## src/rtl/scpa_ram.sv

```systemverilog
`default_nettype none

module scpa_ram #(
    parameter int WIDTH = 8,
    parameter int DEPTH = 16
) (
    input  logic                     i_clk,
    input  logic                     i_we,
    input  logic [$clog2(DEPTH)-1:0] i_waddr,
    input  logic [WIDTH-1:0]         i_wdata,
    input  logic                     i_re,
    input  logic [$clog2(DEPTH)-1:0] i_raddr,
    output logic [WIDTH-1:0]         o_rdata
);

    logic [WIDTH-1:0] r_mem [DEPTH];
    logic [WIDTH-1:0] r_rdata;

    always_ff @(posedge i_clk) begin
        if (i_we) begin
            r_mem[i_waddr] <= i_wdata;
        end
        if (i_re) begin
            r_rdata <= r_mem[i_raddr];
        end
    end

    assign o_rdata = r_rdata;

endmodule

`default_nettype wire

```

## config.mk

```make
export PLATFORM = sky130hd
export DESIGN_NAME = scpa_ram
export DESIGN_NICKNAME = d
export VERILOG_FILES = /design/src/rtl/scpa_ram.sv
export SDC_FILE = /design/constraint.sdc
export NUM_CORES = 1
export LEC_CHECK = 0
export BUFFER_PORTS_ARGS = -buffer_cell sky130_fd_sc_hd__buf_2
export CORE_AREA = 8 8 103 105
export DETAILED_ROUTE_END_ITERATION = 8
export DIE_AREA = 0 0 111 113
export HOLD_SLACK_MARGIN = 0.05
export PLACE_DENSITY_LB_ADDON = 0.08
export SYNTH_ARGS = -nofsm -noshare
export SYNTH_HDL_FRONTEND = slang
export SYNTH_SLANG_ARGS = --single-unit
export TNS_END_PERCENT = 50
```

## constraint.sdc

```tcl
create_clock -name i_clk -period 2.31 [get_ports i_clk]
set_input_delay 0.231 -clock i_clk [delete_from_list [all_inputs] [get_ports i_clk]]
set_output_delay 0.231 -clock i_clk [all_outputs]
set_load 0.01 [all_outputs]
```

==> impl_results.md <==
* Clock root cell: clkbuf_8
* CTS sink cnt at around 140
* Synthesis Warnings at 0
* Int Pwr at around 4500 uW
* Cell count after synthesis at ~230
* Initial DRC Count at about 140
* Grt total ovfl at 0
* Row count at 35
* VDD IR max at between 0.0005 and 0.0006 V
* FMAX at between 600 and 700 MHz
* Wire length per cell at 24.2 um
* Clock latency on the worst-skew pair at roughly 0.50 ns
* Clock transition at path regs at about 0.060 ns
* Switching Share at between 10% and 20%
* Logic gate share of total power at between 4 and 5%
* FF-to-FF path depth at 3
* Worst Path Required at ~2.6 ns
* Vias in the first global route at around 2,700
* Postcts setup bufs at 0
* #FFs+latches synth at between 100 and 150
* Total GRT Usage at between 15 and 20%
* Chip height at about 110 um
* Largest net degree at the start of global routing at 33
* Total wire length at around 10000 um
* Net Switching at around 1100 uW
* Max incr delay on CP at approximately 0.50 ns
* GP Congestion at 0.729
* Asr flop ratio synth at 0%
* Max Root-Sink Buffers at 2
* Element type at the critical path end: flop
* Min Tclk post-route at about 1.5 ns
* Crit share post-route at ~66%
* Cells on Worst Hold Path at 1
* Rel. slew slack at between 60% and 70%
* Sequential share of the synthesized area at between 70% and 80%
* Top-level I/O count at 27
* First-pass GRT wire length at approximately 15,000 um
* Core area at about 9000 um2
* Post_cts resized at 0
* Worst setup SP type: flop
* Port Buffers at 26
* Routed vias at approximately 2,500
* Post-synth EDFFs at between 100 and 150
* R2R Setup Slk at approximately 0.8 ns
* CTS tree: built
* Final hold violations at 0
* Placed instance count at 376
* Initial Util at roughly 58%
* Worst path slowest cell: mux4_2
* Syn nets at 248
* Non-filler cells in the finished layout at slightly above 400
* Slew Limit Fails at 0
* Netlist cell types at 18
* Part of the power in the clock network at between 40% and 50%
* Synthesized area per cell at roughly 23 um2
* Initial antenna violation count at 0
* Max-Cap Viols at 0
* Setup-failing EPs final at 0
* Sum Neg Setup Slack at 0 ns
* Leakage at approximately 0.0021 uW
* Tightest Hold Check Type: primary input to flop
* Die area at 12,500 um2
* Area Overhead vs Synth at 17.8%
* Drt pass-1 iters at 4
* Fill count at 563
* Crit-path cells: mux4_2 > a22oi_1 > nand2_1
* Predominant post-synthesis flop cell: edfxtp_1
* DRC errors left at 0
* Clk_skew at 0.00630 ns
* WS Path Type: flop to flop
* Pwr/cell area at slightly above 900 nW/um2
* DR vias/cell at between 6 and 7
* Antenna diode count at 0
* Slew at the pin closest to its max-slew limit at roughly 0.6 ns
* Die X at between 100 and 150 um
* Layout cells sized above 1 at between 30% and 40%
* Synthesized cell area at around 5200 um2
* CTS buffer count at 17
* Reg power frac at 49.7%
* H-tree depth at 4
* Crit-path max FO at 1
* Critical path arrival at between 1.5 and 2 ns
* Cts hold-fix bufs at 0
* Final ANT Viol Nets at 0
* Unrepaired setup endpoints after global routing: false
* HPWL after DPL at approximately 6200 um
* # nets final at slightly above 300
* Outcome: finished clean
-- registers in the layout, indices dropped and copies added, names as in the netlist --
name,flops
r_mem,128
o_rdata,8
-- power groups by stage --
stage                     Combinational (uW)  Clock, uW  Sequential, uW
after CTS                                262       2610            2800
after floorplan                          140          0            2850
final                                    257       2580            2800
after global routing                     278       2720            2800
after detailed placement                 258          0            2850
after global placement                   253          0            2840
-- critical path: cells and delay by family (launching register included) --
family	cells	cell delay, ns
multiplexers	1	0.50
AND/OR/NAND/NOR	1	0.10
AO/OA/AOI/OAI	1	0.27
flip-flops	1	0.39
-- synth_stat cells, types with 2 or more instances --
library cell       n  area share, %
edfxtp_1         136             78
mux4_2            18            7.8
a22oi_1           16            2.3
mux4_1            14            7.0
nor2_1            13           0.93
nand2_1            9           0.65
nor3_1             4           0.38
buf_2              3           0.29
buf_6              3           0.65
clkdlybuf4s25_2    3           0.57
nand2b_1           2           0.24
nand3b_1           2           0.29
-- layout make-up --
type	count	area [um2]	area share [%]
multi-input cells	83	1060	17.2
well taps	111	139	2.26
repair buffers	46	305	4.96
clock inverters	13	155	2.52
clock buffers	18	418	6.79
flip-flops and latches	136	4080	66.3
-- through the flow --
stage                     power, uW  utilization [%]  hold WS (ns)  setup slack (ns)  area [um2]
final                          5630             68.6        0.0869             0.790        6160
after global routing           5790             68.6        0.0630             0.726        6160
after CTS                      5670             68.6        0.0674             0.789        6160
after detailed placement       3100             62.2         0.606             0.482        5590
after global placement         3100             62.2         0.618             0.495        5590
after floorplan                2990                -         0.330             0.586        5230
-- per-layer routing --
layer	global-route usage, %	vias up	part of all wire, %
li1	-	1088	-
met5	0	-	0
met3	5.03	19	5.7
met1	20.2	1289	41
met4	5.14	0	1.6
met2	27.5	107	51
-- placed cells by master (no fill, tap or decap) --
cell        netlist  final
nand3_1           1      1
buf_2             3     26
or3b_2            1      1
nor3_1            4      4
buf_12            0      2
and2_1            1      1
clkinv_1          0      3
clkinvlp_4        0      3
nor2b_1           1      1
nand2b_1          2      2
nand3b_1          2      2
clkinv_4          0      2
clkbuf_8          0      1
bufinv_16         0      3
edfxtp_1        136    136
nand2_1           9      9
clkinv_2          0      1
clkbuf_16         0     16
nor2_1           13     13
clkbuf_1          0      1
mux4_2           18     18
buf_4             1     18
a22oi_1          16     16
mux4_1           14     14
inv_6             0      1
and2b_1           1      1
-- worst paths after layout --
path / end / startpoint
hold reg to reg: o_rdata[2]$_DFFE_PP_ / r_mem[8][2]$_DFFE_PP_
setup / recovery: o_rdata[4]$_DFFE_PP_ / r_mem[3][4]$_DFFE_PP_
setup reg to reg: o_rdata[4]$_DFFE_PP_ / r_mem[3][4]$_DFFE_PP_
hold / removal: o_rdata[1]$_DFFE_PP_ / i_re
-- kinds of logic (layout without fill, tap and decap cells) --
kind of cell / Yosys count / count (layout) / share of synthesized area (%)
flops: 136 / 136 / 78.1
compound gates: 16 / 16 / 2.30
simple gates: 35 / 35 / 3.14
buf+inv: 10 / 77 / 1.65
mux: 32 / 32 / 14.8
Power figures use the tool's default switching activity.
